**src/design/msk_pkg.sv**
```systemverilog
// Package for the multi-stack keyed removal block.
// Holds sizes, field widths, the id range and the status codes.
// No dependencies; every other design file uses it.
package msk_pkg;

  localparam int NUM_STACKS  = 8;
  localparam int STACK_DEPTH = 16;

  localparam int OP_W     = 1;
  localparam int SEL_W    = 3;
  localparam int ID_W     = 14;
  localparam int OWNER_W  = 16;
  localparam int STATUS_W = 3;
  localparam int HSTK_W   = 3;
  localparam int HPOS_W   = 4;
  localparam int NCNT_W   = 5;

  localparam int ENTRY_W     = ID_W + OWNER_W;
  localparam int NUM_ENTRIES = NUM_STACKS * STACK_DEPTH;
  localparam int ADDR_W      = (NUM_ENTRIES > 1) ? $clog2(NUM_ENTRIES) : 1;
  localparam int STK_W       = (NUM_STACKS > 1) ? $clog2(NUM_STACKS) : 1;
  localparam int CNT_W       = $clog2(STACK_DEPTH + 1);

  localparam logic [ID_W-1:0] ID_LOW  = ID_W'(1000);
  localparam logic [ID_W-1:0] ID_HIGH = ID_W'(9999);

  localparam logic [OP_W-1:0] OP_PUSH   = 1'b0;
  localparam logic [OP_W-1:0] OP_REMOVE = 1'b1;

  typedef enum logic [STATUS_W-1:0] {
    ST_OK        = 3'd0,
    ST_FULL      = 3'd1,
    ST_ALL_FULL  = 3'd2,
    ST_NOT_FOUND = 3'd3,
    ST_BAD_ID    = 3'd4
  } status_e;

endpackage

```
**src/design/msk_if.sv**
```systemverilog
// Request and response channel interfaces of the multi-stack block.
// Valid/ready handshake with the payload fields; depends on msk_pkg.
interface msk_in_if;
  logic                         valid;
  logic                         ready;
  logic [msk_pkg::OP_W-1:0]     opcode;
  logic [msk_pkg::SEL_W-1:0]    stack_select;
  logic [msk_pkg::ID_W-1:0]     container_id;
  logic [msk_pkg::OWNER_W-1:0]  owner_code;

  modport source (output valid, opcode, stack_select, container_id, owner_code,
                  input ready);
  modport sink   (input valid, opcode, stack_select, container_id, owner_code,
                  output ready);
endinterface

interface msk_out_if;
  logic                          valid;
  logic                          ready;
  logic [msk_pkg::STATUS_W-1:0]  status;
  logic [msk_pkg::HSTK_W-1:0]    hit_stack;
  logic [msk_pkg::HPOS_W-1:0]    hit_position;
  logic [msk_pkg::NCNT_W-1:0]    new_count;
  logic [msk_pkg::OWNER_W-1:0]   removed_owner;

  modport source (output valid, status, hit_stack, hit_position, new_count,
                  removed_owner, input ready);
  modport sink   (input valid, status, hit_stack, hit_position, new_count,
                  removed_owner, output ready);
endinterface

```
**src/design/multi_stack_keyed_removal_top.sv**
```systemverilog
// Multi-stack keyed removal: top level with entry memory and sequencer.
// Depends on msk_pkg and the channel interfaces in msk_if.sv.
//
// The block holds NUM_STACKS bounded stacks in one single-port-write, registered-read
// entry memory, with the per-stack counts in flip-flops. A push, or a request with an
// id outside 1000..9999, goes from acceptance through S_FINISH into the output
// register with no memory scan. A remove scans the memory one entry per cycle, stack
// by stack from the bottom up, with a step between stacks for moving on, then closes
// the gap above the hit by moving each entry above it down one place, a read state
// and then a write state per moved entry (S_SHIFT_RD, then S_SHIFT_WR). One request
// is in work at a time; the result sits in an output register, so a new request is
// taken while the previous result waits to be collected. No clearing pass is needed
// after reset.
module multi_stack_keyed_removal_top (
  input  logic      clk_i,
  input  logic      rst_ni,
  msk_in_if.sink    in_i,
  msk_out_if.source out_o
);
  import msk_pkg::*;

  typedef enum logic [4:0] {
    S_IDLE     = 5'b00001,
    S_SCAN     = 5'b00010,
    S_SHIFT_RD = 5'b00100,
    S_SHIFT_WR = 5'b01000,
    S_FINISH   = 5'b10000
  } state_e;

  state_e state_q, state_d;

  logic [CNT_W-1:0] counts_q [NUM_STACKS];
  logic [CNT_W-1:0] counts_d [NUM_STACKS];

  // Entry memory.
  logic [ENTRY_W-1:0] mem [NUM_ENTRIES];
  logic               mem_we, mem_re;
  logic [ADDR_W-1:0]  mem_waddr, mem_raddr;
  logic [ENTRY_W-1:0] mem_wdata, rdata_q;

  // Scan and shift registers.
  logic [ID_W-1:0]    key_q, key_d;
  logic [STK_W-1:0]   s_q, s_d;
  logic [CNT_W-1:0]   p_q, p_d;
  logic [ADDR_W-1:0]  base_q, base_d;
  logic               scan_done_q, scan_done_d;
  logic               rd_valid_q, rd_valid_d;
  logic [STK_W-1:0]   rd_s_q, rd_s_d;
  logic [CNT_W-1:0]   rd_p_q, rd_p_d;
  logic [CNT_W-1:0]   rd_cnt_q, rd_cnt_d;
  logic [ADDR_W-1:0]  rd_addr_q, rd_addr_d;
  logic [CNT_W-1:0]   sh_k_q, sh_k_d;
  logic [ADDR_W-1:0]  sh_addr_q, sh_addr_d;

  // Pending result and output register.
  status_e             res_status_q, res_status_d;
  logic [HSTK_W-1:0]   res_stack_q, res_stack_d;
  logic [HPOS_W-1:0]   res_pos_q, res_pos_d;
  logic [NCNT_W-1:0]   res_cnt_q, res_cnt_d;
  logic [OWNER_W-1:0]  res_owner_q, res_owner_d;

  logic                out_valid_q, out_valid_d;
  logic [STATUS_W-1:0] out_status_q;
  logic [HSTK_W-1:0]   out_stack_q;
  logic [HPOS_W-1:0]   out_pos_q;
  logic [NCNT_W-1:0]   out_cnt_q;
  logic [OWNER_W-1:0]  out_owner_q;
  logic                out_load;

  logic               in_acc, id_bad, sel_ok, all_full, last_stack, match, issue;
  logic [STK_W-1:0]   sel_idx, cnt_ridx;
  logic [CNT_W-1:0]   cnt_rd;
  logic [ADDR_W-1:0]  push_addr;

  assign in_i.ready = (state_q == S_IDLE);
  assign in_acc     = in_i.valid && in_i.ready;

  assign id_bad  = (in_i.container_id < ID_LOW) || (in_i.container_id > ID_HIGH);
  assign sel_ok  = (32'(in_i.stack_select) < 32'(NUM_STACKS));
  assign sel_idx = STK_W'(in_i.stack_select);

  // Push and scan share one indexed count read; all_full reads every count.
  assign cnt_ridx = (state_q == S_IDLE) ? sel_idx : s_q;
  assign cnt_rd   = (state_q == S_IDLE && !sel_ok) ? '0 : counts_q[cnt_ridx];

  always_comb begin
    all_full = 1'b1;
    for (int i = 0; i < NUM_STACKS; i++) begin
      if (counts_q[i] < CNT_W'(STACK_DEPTH)) begin
        all_full = 1'b0;
      end
    end
  end

  assign push_addr  = ADDR_W'(32'(sel_idx) * 32'(STACK_DEPTH) + 32'(cnt_rd));
  assign last_stack = (s_q == STK_W'(NUM_STACKS - 1));
  assign issue      = (state_q == S_SCAN) && !scan_done_q && (p_q < cnt_rd);
  assign match      = rd_valid_q && (rdata_q[ID_W-1:0] == key_q);
  assign out_load   = (state_q == S_FINISH) && (!out_valid_q || out_o.ready);

  always_comb begin
    state_d      = state_q;
    counts_d     = counts_q;
    key_d        = key_q;
    s_d          = s_q;
    p_d          = p_q;
    base_d       = base_q;
    scan_done_d  = scan_done_q;
    rd_valid_d   = 1'b0;
    rd_s_d       = rd_s_q;
    rd_p_d       = rd_p_q;
    rd_cnt_d     = rd_cnt_q;
    rd_addr_d    = rd_addr_q;
    sh_k_d       = sh_k_q;
    sh_addr_d    = sh_addr_q;
    res_status_d = res_status_q;
    res_stack_d  = res_stack_q;
    res_pos_d    = res_pos_q;
    res_cnt_d    = res_cnt_q;
    res_owner_d  = res_owner_q;
    mem_we       = 1'b0;
    mem_waddr    = push_addr;
    mem_wdata    = {in_i.owner_code, in_i.container_id};
    mem_re       = 1'b0;
    mem_raddr    = ADDR_W'(base_q + ADDR_W'(p_q));

    case (state_q)
      S_IDLE: begin
        if (in_acc) begin
          res_stack_d = '0;
          res_pos_d   = '0;
          res_cnt_d   = '0;
          res_owner_d = '0;
          state_d     = S_FINISH;
          if (id_bad) begin
            res_status_d = ST_BAD_ID;
          end else if (in_i.opcode == OP_PUSH) begin
            res_stack_d = HSTK_W'(in_i.stack_select);
            if (all_full) begin
              res_status_d = ST_ALL_FULL;
            end else if (!sel_ok) begin
              res_status_d = ST_FULL;
            end else if (cnt_rd >= CNT_W'(STACK_DEPTH)) begin
              res_status_d = ST_FULL;
              res_cnt_d    = NCNT_W'(cnt_rd);
            end else begin
              mem_we            = 1'b1;
              counts_d[sel_idx] = cnt_rd + CNT_W'(1);
              res_status_d      = ST_OK;
              res_pos_d         = HPOS_W'(cnt_rd);
              res_cnt_d         = NCNT_W'(cnt_rd + CNT_W'(1));
            end
          end else begin
            key_d       = in_i.container_id;
            s_d         = '0;
            p_d         = '0;
            base_d      = '0;
            scan_done_d = 1'b0;
            state_d     = S_SCAN;
          end
        end
      end

      S_SCAN: begin
        // Reads go out one per cycle within a stack, compared in the next cycle.
        if (issue) begin
          mem_re     = 1'b1;
          rd_valid_d = 1'b1;
          rd_s_d     = s_q;
          rd_p_d     = p_q;
          rd_cnt_d   = cnt_rd;
          rd_addr_d  = mem_raddr;
          p_d        = p_q + CNT_W'(1);
        end else if (!scan_done_q) begin
          if (last_stack) begin
            scan_done_d = 1'b1;
          end else begin
            s_d    = s_q + STK_W'(1);
            p_d    = '0;
            base_d = ADDR_W'(base_q + ADDR_W'(STACK_DEPTH));
          end
        end
        if (match) begin
          rd_valid_d   = 1'b0;
          sh_k_d       = rd_p_q;
          sh_addr_d    = rd_addr_q;
          res_status_d = ST_OK;
          res_stack_d  = HSTK_W'(rd_s_q);
          res_pos_d    = HPOS_W'(rd_p_q);
          res_cnt_d    = NCNT_W'(rd_cnt_q - CNT_W'(1));
          res_owner_d  = rdata_q[ENTRY_W-1:ID_W];
          state_d      = S_SHIFT_RD;
        end else if (scan_done_q && !rd_valid_q) begin
          res_status_d = ST_NOT_FOUND;
          res_stack_d  = '0;
          res_pos_d    = '0;
          res_cnt_d    = '0;
          res_owner_d  = '0;
          state_d      = S_FINISH;
        end
      end

      S_SHIFT_RD: begin
        if ((sh_k_q + CNT_W'(1)) < rd_cnt_q) begin
          mem_re    = 1'b1;
          mem_raddr = ADDR_W'(sh_addr_q + ADDR_W'(1));
          state_d   = S_SHIFT_WR;
        end else begin
          counts_d[rd_s_q] = rd_cnt_q - CNT_W'(1);
          state_d          = S_FINISH;
        end
      end

      S_SHIFT_WR: begin
        mem_we    = 1'b1;
        mem_waddr = sh_addr_q;
        mem_wdata = rdata_q;
        sh_addr_d = ADDR_W'(sh_addr_q + ADDR_W'(1));
        sh_k_d    = sh_k_q + CNT_W'(1);
        state_d   = S_SHIFT_RD;
      end

      S_FINISH: begin
        if (out_load) begin
          state_d = S_IDLE;
        end
      end

      default: begin
        state_d = S_IDLE;
      end
    endcase
  end

  always_comb begin
    out_valid_d = out_valid_q;
    if (out_load) begin
      out_valid_d = 1'b1;
    end else if (out_o.ready) begin
      out_valid_d = 1'b0;
    end
  end

  always_ff @(posedge clk_i or negedge rst_ni) begin
    if (!rst_ni) begin
      state_q     <= S_IDLE;
      scan_done_q <= 1'b0;
      rd_valid_q  <= 1'b0;
      out_valid_q <= 1'b0;
      for (int i = 0; i < NUM_STACKS; i++) begin
        counts_q[i] <= '0;
      end
    end else begin
      state_q     <= state_d;
      scan_done_q <= scan_done_d;
      rd_valid_q  <= rd_valid_d;
      out_valid_q <= out_valid_d;
      counts_q    <= counts_d;
    end
  end

  always_ff @(posedge clk_i) begin
    key_q        <= key_d;
    s_q          <= s_d;
    p_q          <= p_d;
    base_q       <= base_d;
    rd_s_q       <= rd_s_d;
    rd_p_q       <= rd_p_d;
    rd_cnt_q     <= rd_cnt_d;
    rd_addr_q    <= rd_addr_d;
    sh_k_q       <= sh_k_d;
    sh_addr_q    <= sh_addr_d;
    res_status_q <= res_status_d;
    res_stack_q  <= res_stack_d;
    res_pos_q    <= res_pos_d;
    res_cnt_q    <= res_cnt_d;
    res_owner_q  <= res_owner_d;
    if (out_load) begin
      out_status_q <= res_status_q;
      out_stack_q  <= res_stack_q;
      out_pos_q    <= res_pos_q;
      out_cnt_q    <= res_cnt_q;
      out_owner_q  <= res_owner_q;
    end
  end

  always_ff @(posedge clk_i) begin
    if (mem_we) begin
      mem[mem_waddr] <= mem_wdata;
    end
    if (mem_re) begin
      rdata_q <= mem[mem_raddr];
    end
  end

  assign out_o.valid         = out_valid_q;
  assign out_o.status        = out_status_q;
  assign out_o.hit_stack     = out_stack_q;
  assign out_o.hit_position  = out_pos_q;
  assign out_o.new_count     = out_cnt_q;
  assign out_o.removed_owner = out_owner_q;

endmodule

```
**src/flat_wrapper.sv**
```systemverilog
// flat-port wrapper written by rule: the top's interface ports become plain ports
module multi_stack_keyed_removal_top_flat import msk_pkg::*;
  (clk_i, rst_ni, in_i_valid, in_i_opcode, in_i_stack_select, in_i_container_id, in_i_owner_code, in_i_ready, out_o_valid, out_o_status, out_o_hit_stack, out_o_hit_position, out_o_new_count, out_o_removed_owner, out_o_ready);
  msk_in_if in_i_i ();
  msk_out_if out_o_i ();
  input  logic clk_i;
  input  logic rst_ni;
  input wire logic [$bits(in_i_i.valid)-1:0] in_i_valid;
  input wire logic [$bits(in_i_i.opcode)-1:0] in_i_opcode;
  input wire logic [$bits(in_i_i.stack_select)-1:0] in_i_stack_select;
  input wire logic [$bits(in_i_i.container_id)-1:0] in_i_container_id;
  input wire logic [$bits(in_i_i.owner_code)-1:0] in_i_owner_code;
  output wire logic [$bits(in_i_i.ready)-1:0] in_i_ready;
  output wire logic [$bits(out_o_i.valid)-1:0] out_o_valid;
  output wire logic [$bits(out_o_i.status)-1:0] out_o_status;
  output wire logic [$bits(out_o_i.hit_stack)-1:0] out_o_hit_stack;
  output wire logic [$bits(out_o_i.hit_position)-1:0] out_o_hit_position;
  output wire logic [$bits(out_o_i.new_count)-1:0] out_o_new_count;
  output wire logic [$bits(out_o_i.removed_owner)-1:0] out_o_removed_owner;
  input wire logic [$bits(out_o_i.ready)-1:0] out_o_ready;
  assign in_i_i.valid = in_i_valid;
  assign in_i_i.opcode = in_i_opcode;
  assign in_i_i.stack_select = in_i_stack_select;
  assign in_i_i.container_id = in_i_container_id;
  assign in_i_i.owner_code = in_i_owner_code;
  assign in_i_ready = in_i_i.ready;
  assign out_o_valid = out_o_i.valid;
  assign out_o_status = out_o_i.status;
  assign out_o_hit_stack = out_o_i.hit_stack;
  assign out_o_hit_position = out_o_i.hit_position;
  assign out_o_new_count = out_o_i.new_count;
  assign out_o_removed_owner = out_o_i.removed_owner;
  assign out_o_i.ready = out_o_ready;
  multi_stack_keyed_removal_top u_core (.clk_i(clk_i), .rst_ni(rst_ni), .in_i(in_i_i), .out_o(out_o_i));
endmodule
```
**config.mk**
```make
export PLATFORM = sky130hd
export DESIGN_NAME = multi_stack_keyed_removal_top_flat
export DESIGN_NICKNAME = d
export VERILOG_FILES = /design/src/design/msk_pkg.sv /design/src/design/msk_if.sv /design/src/design/multi_stack_keyed_removal_top.sv /design/src/flat_wrapper.sv
export SDC_FILE = /design/constraint.sdc
export NUM_CORES = 2
export LEC_CHECK = 0
export BUFFER_PORTS_ARGS = -buffer_cell sky130_fd_sc_hd__buf_2
export CORE_ASPECT_RATIO = 0.6
export CORE_UTILIZATION = 45
export DETAILED_ROUTE_END_ITERATION = 12
export PLACE_DENSITY = 0.7
export REMOVE_ABC_BUFFERS = 1
export SYNTH_ARGS = -nofsm -noshare
export SYNTH_HDL_FRONTEND = slang
export SYNTH_SLANG_ARGS = --single-unit
```
**constraint.sdc**
```tcl
create_clock -name clk_i -period 5.5 [get_ports clk_i]
set_input_delay 1.375 -clock clk_i [delete_from_list [all_inputs] [get_ports clk_i]]
set_output_delay 1.375 -clock clk_i [all_outputs]
set_load 0.01 [all_outputs]
```
Word level (Yosys, flattened, before mapping). Memories as Yosys holds them, arrays and structs flattened. A register that Yosys moved wholly into a read port is not among the register bits. Cells that the tools add are included.

Add/sub/neg operators: 9. Order comparisons: 18. Equal/unequal tests: 23. Mux-type cells: 118. Bitwise operators: 4. Reduce and logical (&&, ||, !) cells: 27.

Operators with widths (count): two-way mux 40 bit (6); two-way mux 5 bit (25); bitwise mux 40 bit (2); one-hot mux 40 bit (2 select lines) (1); two-way mux 7 bit (10); two-way mux 3 bit (18); two-way mux 16 bit (3); less-than comparator 5 bit, second input constant (8); one-hot mux 16 bit (2 select lines) (1); demux 5 bit (select 3 bit) (2); two-way mux 30 bit (1); one-hot mux 5 bit (2 select lines) (3); two-way mux 1 bit (28); two-way mux 4 bit (7); one-hot mux 7 bit (2 select lines) (2); one-hot mux 5 bit (5 select lines) (1); inequality test 2 bit, second input constant (10); one-hot mux 3 bit (2 select lines) (3); adder 5 x 1 -> 5 bit, second input constant (3); binary-select mux 5 bit (select 3 bit) (1); adder 7 x 5 -> 7 bit (2); equality test 14 bit (1); > comparator 14 bit, second input constant (1); less-than comparator 14 x 10 -> 1 bit, second input constant (1); other kinds (31) (59).

Register bits: 171. Memory bits (writable): 3840. Bits of input ports: 38. Memories kept: 1.

Memories: u_core.mem (words 128, width 30, rd ports 1, clocked after memory_dff 1, write ports 1, line multi_stack_keyed_removal_top.sv:36) `logic [ENTRY_W-1:0] mem [NUM_ENTRIES];`.

Depth between registers and ports, before layout.
Depth in word-level cells: 16. Gate-level depth with buffers: 20. Depth with buffers taken out: 16.

Worst setup path before layout. Ideal clock, no wire load.

Kind: input-to-reg. From: in in_i_stack_select[0]. To: mem u_core.mem[0][0] in the netlist's numbering (enable). Library setup time: 417 ps. Arrival: 5315 ps. Data required time: 5083 ps. Setup slack: -232 ps. Stages on the path: 12. Path buffers: 1. Cells stage by stage: mux2i_1 > buf_4 > mux4_2 > mux2i_4 > inv_1 > ha_1 > ha_1 > xor2_1 > or3_1 > o31ai_1 > nand2_1 > nor2_1.

Cells in the longest elaborated chain, start to end: 14.

Ends and longest elaborated chain: start: declaration (line flat_wrapper.sv:10) `input wire logic [$bits(in_i_i.stack_select)-1:0] in_i_stack_select;`; two-way mux 3 bit (*) (line multi_stack_keyed_removal_top.sv:83) `assign cnt_ridx = (state_q == S_IDLE) ? sel_idx : s_q;`; NOT 3 -> 4 bit (implied by the code) (*) (line multi_stack_keyed_removal_top.sv:84) `assign cnt_rd = (state_q == S_IDLE && !sel_ok) ? '0 : counts_q[cnt_ridx];`; binary-select mux 5 bit (select 3 bit) (*) (line multi_stack_keyed_removal_top.sv:84); two-way mux 5 bit (implied by the code) (*) (2 in series) (line multi_stack_keyed_removal_top.sv:84); net u_core.cnt_rd[4] (line multi_stack_keyed_removal_top.sv:72) `logic [CNT_W-1:0] cnt_rd;`; >= comparator 5 bit (line multi_stack_keyed_removal_top.sv:143) `end else if (cnt_rd >= CNT_W'(STACK_DEPTH)) begin`; two-way mux 1 bit (line multi_stack_keyed_removal_top.sv:143); two-way mux 1 bit (line multi_stack_keyed_removal_top.sv:139) `if (all_full) begin`; two-way mux 1 bit (line multi_stack_keyed_removal_top.sv:137) `end else if (in_i.opcode == OP_PUSH) begin`; two-way mux 1 bit (line multi_stack_keyed_removal_top.sv:135) `if (id_bad) begin`; two-way mux 1 bit (line multi_stack_keyed_removal_top.sv:129) `if (in_acc) begin`; one-hot mux 1 bit (2 select lines) (line multi_stack_keyed_removal_top.sv:127) `case (state_q)`; two-way mux 1 bit (line multi_stack_keyed_removal_top.sv:288) `if (mem_we) begin`; two-way mux 1 bit (implied by the code) (line multi_stack_keyed_removal_top.sv:289) `mem[mem_waddr] <= mem_wdata;`; end: declaration (line multi_stack_keyed_removal_top.sv:36).

Mark *: on every way through the listed nets, which the timed path passes. The rest lies on a longest branch. The select of a mux whose other input is x is not followed.

Worst setup path in the final report.
From: reg u_core.sh_k_q[0]. To: reg u_core.rdata_q[4] (read register of u_core.mem) (data pin).

Cells in the longest elaborated chain, start to end: 4.

Ends and longest elaborated chain: start: declaration (line multi_stack_keyed_removal_top.sv:52) `logic [CNT_W-1:0] sh_k_q, sh_k_d;`; start signal: assignment (line multi_stack_keyed_removal_top.sv:271) `sh_k_q <= sh_k_d;`; adder 5 x 1 -> 5 bit (*) (line multi_stack_keyed_removal_top.sv:204) `if ((sh_k_q + CNT_W'(1)) < rd_cnt_q) begin`; less-than comparator 5 bit (*) (line multi_stack_keyed_removal_top.sv:204); two-way mux 1 bit or two-way mux 7 bit (tied branches) (line multi_stack_keyed_removal_top.sv:204); one-hot mux 1 bit (2 select lines) or two-way mux 7 bit (tied branches) (line multi_stack_keyed_removal_top.sv:127); end: declaration (line multi_stack_keyed_removal_top.sv:39) `logic [ENTRY_W-1:0] mem_wdata, rdata_q;`.

Mark *: on every way between the ends. The rest lies on a longest branch, timed or not. A chain may end at the register's enable or synchronous reset.

==> summary.md <==
| Metric | Value |
|---|---|
| Status | `complete, but fails checks` |
| Violated checks | `capacitance limit, slew limit, setup timing` |
| GRT overflow | `0` |
| Minimum clock period | `5.639 ns` |
| Main synth FF type | `edfxtp_1` |
| Crit start category | `flop` |
| Num CTS Buffers | `347` |
| Syn Area/Cell | `14.51 µm²` |
| Post-synthesis cell type count | `67` |
| Clk pwr share | `31.7%` |
| Number of flops mapped to enable cells by yosys | `3985` |
| R2R Path Start | `u_core.sh_k_q[0]` |
| Clock slew at reported path FFs | `0.07 ns` |
| Mapped Cells | `10790` |
| Clock Latency Late Sink | `0.95 ns` |
| Multiplexer share of the synthesized area | `3.899%` |
| I/O pins | `71` |
| # hold bufs at CTS | `0` |
| Comb power frac | `24.4%` |
| Placement row count | `167` |
| Final WL | `569000 µm` |
| Final setup fails | `2` |
| Critical Path AT | `6.39 ns` |
| Crit end category | `flop` |
| Worst hold path class | `reg -> reg` |
| Vias | `107000` |
| Final nets | `11690` |
| Relative slew slack | `-5.019%` |
| Clk buf depth | `4` |
| Hold Fails Final Rpt | `0` |
| Max incr delay on CP | `0.99 ns` |
| Skew final | `0.08470 ns` |
| Synth Register Bits | `4033` |
| CP Class | `reg -> reg` |
| Initial core utilization | `45.31%` |
| Internal power | `53.30 mW` |
| Cell area after placement | `173000 µm²` |
| Unrepaired setup endpoints after global routing | `true` |
| Sequential share of power | `43.9%` |
| CTS Sinks | `4033` |
| Core Box Area | `345600 µm²` |
| Adder-cell share of the synthesized area | `0.1758%` |
| PortBufs | `70` |
| Layout cell share with drive strength beyond 1 | `16.21%` |
| Slew @ Worst Pin | `1.561 ns` |
| Final period utilization | `102.5%` |
| Initial DRC count | `21470` |
| LEAKAGE | `62.14 nW` |
| Final worst slack | `-0.1391 ns` |
| WL/cell | `34.32 µm` |
| Max-cap viol count | `2` |
| Placed insts | `15880` |
| DRC | `0` |
| Final Cell Area | `184800 µm²` |
| CTS Root Cell | `clkbuf_16` |
| Maximum VDD drop | `295.6 µV` |
| Post-route ant nets | `0` |
| Number of cells on the worst hold path | `0` |
| HP Start | `u_core.res_owner_q[0]` |
| PD cells | `423.5 nW/µm²` |
| Critical path required time | `6.25 ns` |
| Async S/R FF share, synth | `1.190%` |
| Die area | `350400 µm²` |
| Simple-Gate Fraction of Synth Area | `8.425%` |
| Synth warnings | `0` |
| Chip Height | `458.9 µm` |
| Non-Filler Instances | `16580` |
| Layout area overhead | `18.03%` |
| Number of H-tree levels | `5` |
| Largest net degree at the start of global routing | `129` |
| Worst R2R End | `u_core.rdata_q[4]` |
| DRT Pass-1 Iters | `10` |
| Slew Viols, Final | `2` |
| Switching Share | `31.90%` |
| Register area share after synthesis | `77.19%` |
| Synthesized area | `156600 µm²` |
| Commonest non-fill, non-tap cells in the layout | `3985 x edfxtp_1, 2438 x nand2_1, 1358 x a21oi_1` |
| Sw Pwr | `24.97 mW` |
| Antenna violations before repair | `60` |
| Max FO, Critical Path | `52` |
| Worst r2r path cells | `17` |
| Xor and xnor area share after synthesis | `0.1950%` |
| WHS Endpoint | `u_core.out_o.removed_owner[0]` |
| Chip width | `763.5 µm` |
| First-pass GRT wire length | `774300 µm` |
| Vias in the first global route | `98670` |
| Post-synthesis compound-gate area fraction | `8.228%` |
| CTS tree | `done` |
| Commonest non-fill, non-tap cell in the layout | `edfxtp_1` |
| Largest family of logic cells by synthesized area | `simple AND/OR/NAND/NOR gates` |
| FF-to-FF setup slack | `-0.14 ns` |
| Peak Freq | `0.1773 GHz` |
| GP Congestion | `0.9894` |
| Gr usage total | `31.29%` |
| Via-to-Cell Ratio | `6.457` |
| Crit path cell chain | `ha_1 -> nand3_1 -> xnor2_2 -> ha_1 -> a21oi_2 -> nand4_1 -> a21o_4 -> inv_8 -> mux2_8 -> buf_12 -> buf_12 -> a21oi_2 -> a21oi_1 -> o21ai_2 -> nand4_1 -> buf_4 -> nor4_2` |
| Critical path's slowest cell | `nand4_1` |
| Dpl hpwl | `356600 µm` |
cell type report:
class / count / area, µm²
clock buffers: 424 / 9121
flip-flops and latches: 4033 / 120900
clock inverters: 196 / 1918
inverters: 24 / 98.84
fillers: 27280 / 160800
repair buffers: 1138 / 12220
well taps: 4647 / 5814
multi-input cells: 6081 / 34690
repair inverters: 1 / 5.005
diodes: 33 / 82.58
sequential cells by signal, indices dropped and copies added, names as in the netlist, 4 cells and up:
name,count
u_core.counts_q,40
u_core.res_pos_q,4
u_core.rdata_q,30
u_core.sh_addr_q,7
u_core.key_q,14
u_core.rd_addr_q,7
u_core.state_q,5
u_core.out_o.removed_owner,16
u_core.out_o.new_count,5
u_core.mem,3840
u_core.p_q,5
u_core.res_cnt_q,5
u_core.sh_k_q,5
u_core.rd_cnt_q,5
u_core.out_o.hit_position,4
u_core.res_owner_q,16
what timing repair did:
action / in CTS / in global routing
cloned: 1 / 9
buffers inserted: 8 / 27
endpoints found under the setup margin: 46 / 99
pin swaps: 3 / 9
gates resized for setup: 20 / 48
cells in the mapped netlist, types with 5 or more instances:
| cell type | number | area (µm²) |
|---|---|---|
| edfxtp_1 | 3985 | 119700 |
| buf_4 | 25 | 187.7 |
| o311ai_0 | 7 | 61.31 |
| nor2_1 | 209 | 784.5 |
| or2_2 | 19 | 118.9 |
| nor3_1 | 27 | 135.1 |
| nand3b_1 | 5 | 37.54 |
| a31oi_1 | 7 | 43.79 |
| o31ai_1 | 7 | 52.55 |
| nor4_1 | 261 | 1633 |
| mux2i_1 | 571 | 5715 |
| dfrtp_1 | 47 | 1176 |
| o41ai_1 | 22 | 192.7 |
| a2111oi_0 | 215 | 1883 |
| a22o_1 | 44 | 385.4 |
| o21ai_0 | 227 | 1136 |
| a21oi_1 | 1361 | 6812 |
| buf_1 | 125 | 469.2 |
| xnor2_1 | 19 | 166.4 |
| buf_2 | 242 | 1211 |
| mux2_2 | 8 | 90.09 |
| mux4_2 | 8 | 180.2 |
| o22ai_1 | 312 | 1952 |
| and3_1 | 5 | 31.28 |
| nand2_2 | 6 | 37.54 |
| nand4_1 | 66 | 412.9 |
| ha_1 | 22 | 275.3 |
| o2bb2ai_1 | 24 | 210.2 |
| nand2b_1 | 5 | 31.28 |
| nand2_1 | 2479 | 9305 |
| xor2_1 | 14 | 122.6 |
| inv_1 | 21 | 78.83 |
| nand3_1 | 28 | 140.1 |
| clkbuf_1 | 262 | 983.4 |
| or4_1 | 31 | 232.7 |
| and2_1 | 25 | 156.4 |
power by group through the flow:
stage	combinational [mW]	sequential, mW	clock [mW]
2_1_floorplan	10.9	34.9	0
3_3_place_gp	17.2	35.0	0
3_5_place_dp	17.5	35.0	0
4_1_cts	17.7	34.3	24.8
5_1_grt	19.2	34.3	25.9
6_report	19.1	34.3	24.8
stage by stage:
step	setup WS, ns	hold slack [ns]	power (mW)	TNS [ns]	util [%]
after global placement	-1.052	0.4020	52.20	-97.11	50.01
after detailed placement	-0.9072	0.4045	52.47	-144.99	50.04
final	-0.1391	0.4172	78.27	-0.2253	53.48
after CTS	-0.01381	0.4167	76.74	-0.01381	53.28
after global routing	-0.03854	0.4296	79.40	-0.04650	53.46
after floorplan	-33.54	0.4003	45.86	-2896.30	-
worst max path at each step:
stage | from | end | slack, ns | cells after the start
after floorplan | u_core.sh_k_q[0] | u_core.rdata_q[11] | -33.54 | 15
after global placement | u_core.sh_k_q[0] | u_core.rdata_q[3] | -1.05 | 19
after detailed placement | u_core.sh_k_q[0] | u_core.rdata_q[4] | -0.91 | 19
after CTS | u_core.sh_k_q[0] | u_core.rdata_q[4] | -0.01 | 19
after global routing | u_core.sh_k_q[0] | u_core.rdata_q[4] | -0.04 | 19
final | u_core.sh_k_q[0] | u_core.rdata_q[4] | -0.14 | 17
cell families after synthesis:
| family | count (synthesis) |
|---|---|
| fa+ha+maj | 22 |
| xor+xnor | 34 |
| mux | 594 |
| flops | 4033 |
| compound gates | 2247 |
| buf+inv | 679 |
| simple gates | 3183 |
worst max-delay path, delay by kind of cell (launching register included):
family / cells / cell delay, ns
AOI/OAI and AO/OA: 5 / 1.05
xor gates and xnor gates: 1 / 0.14
adders and majority gates: 2 / 0.54
buffers and inverters: 4 / 1.13
DFF: 1 / 0.45
muxes: 1 / 0.44
and+or+nand+nor: 4 / 1.55
routing by layer:
| metal | GRT usage [%] | vias up | routed length, µm |
|---|---|---|---|
| met1 | 43.97 | 53200 | 207000 |
| met2 | 40.60 | 9842 | 220900 |
| met5 | 0.7805 | - | 499 |
| met3 | 16.07 | 1332 | 113300 |
| li1 | - | 42620 | - |
| met4 | 12.46 | 44 | 27250 |
(Power assumes the default switching activity.)
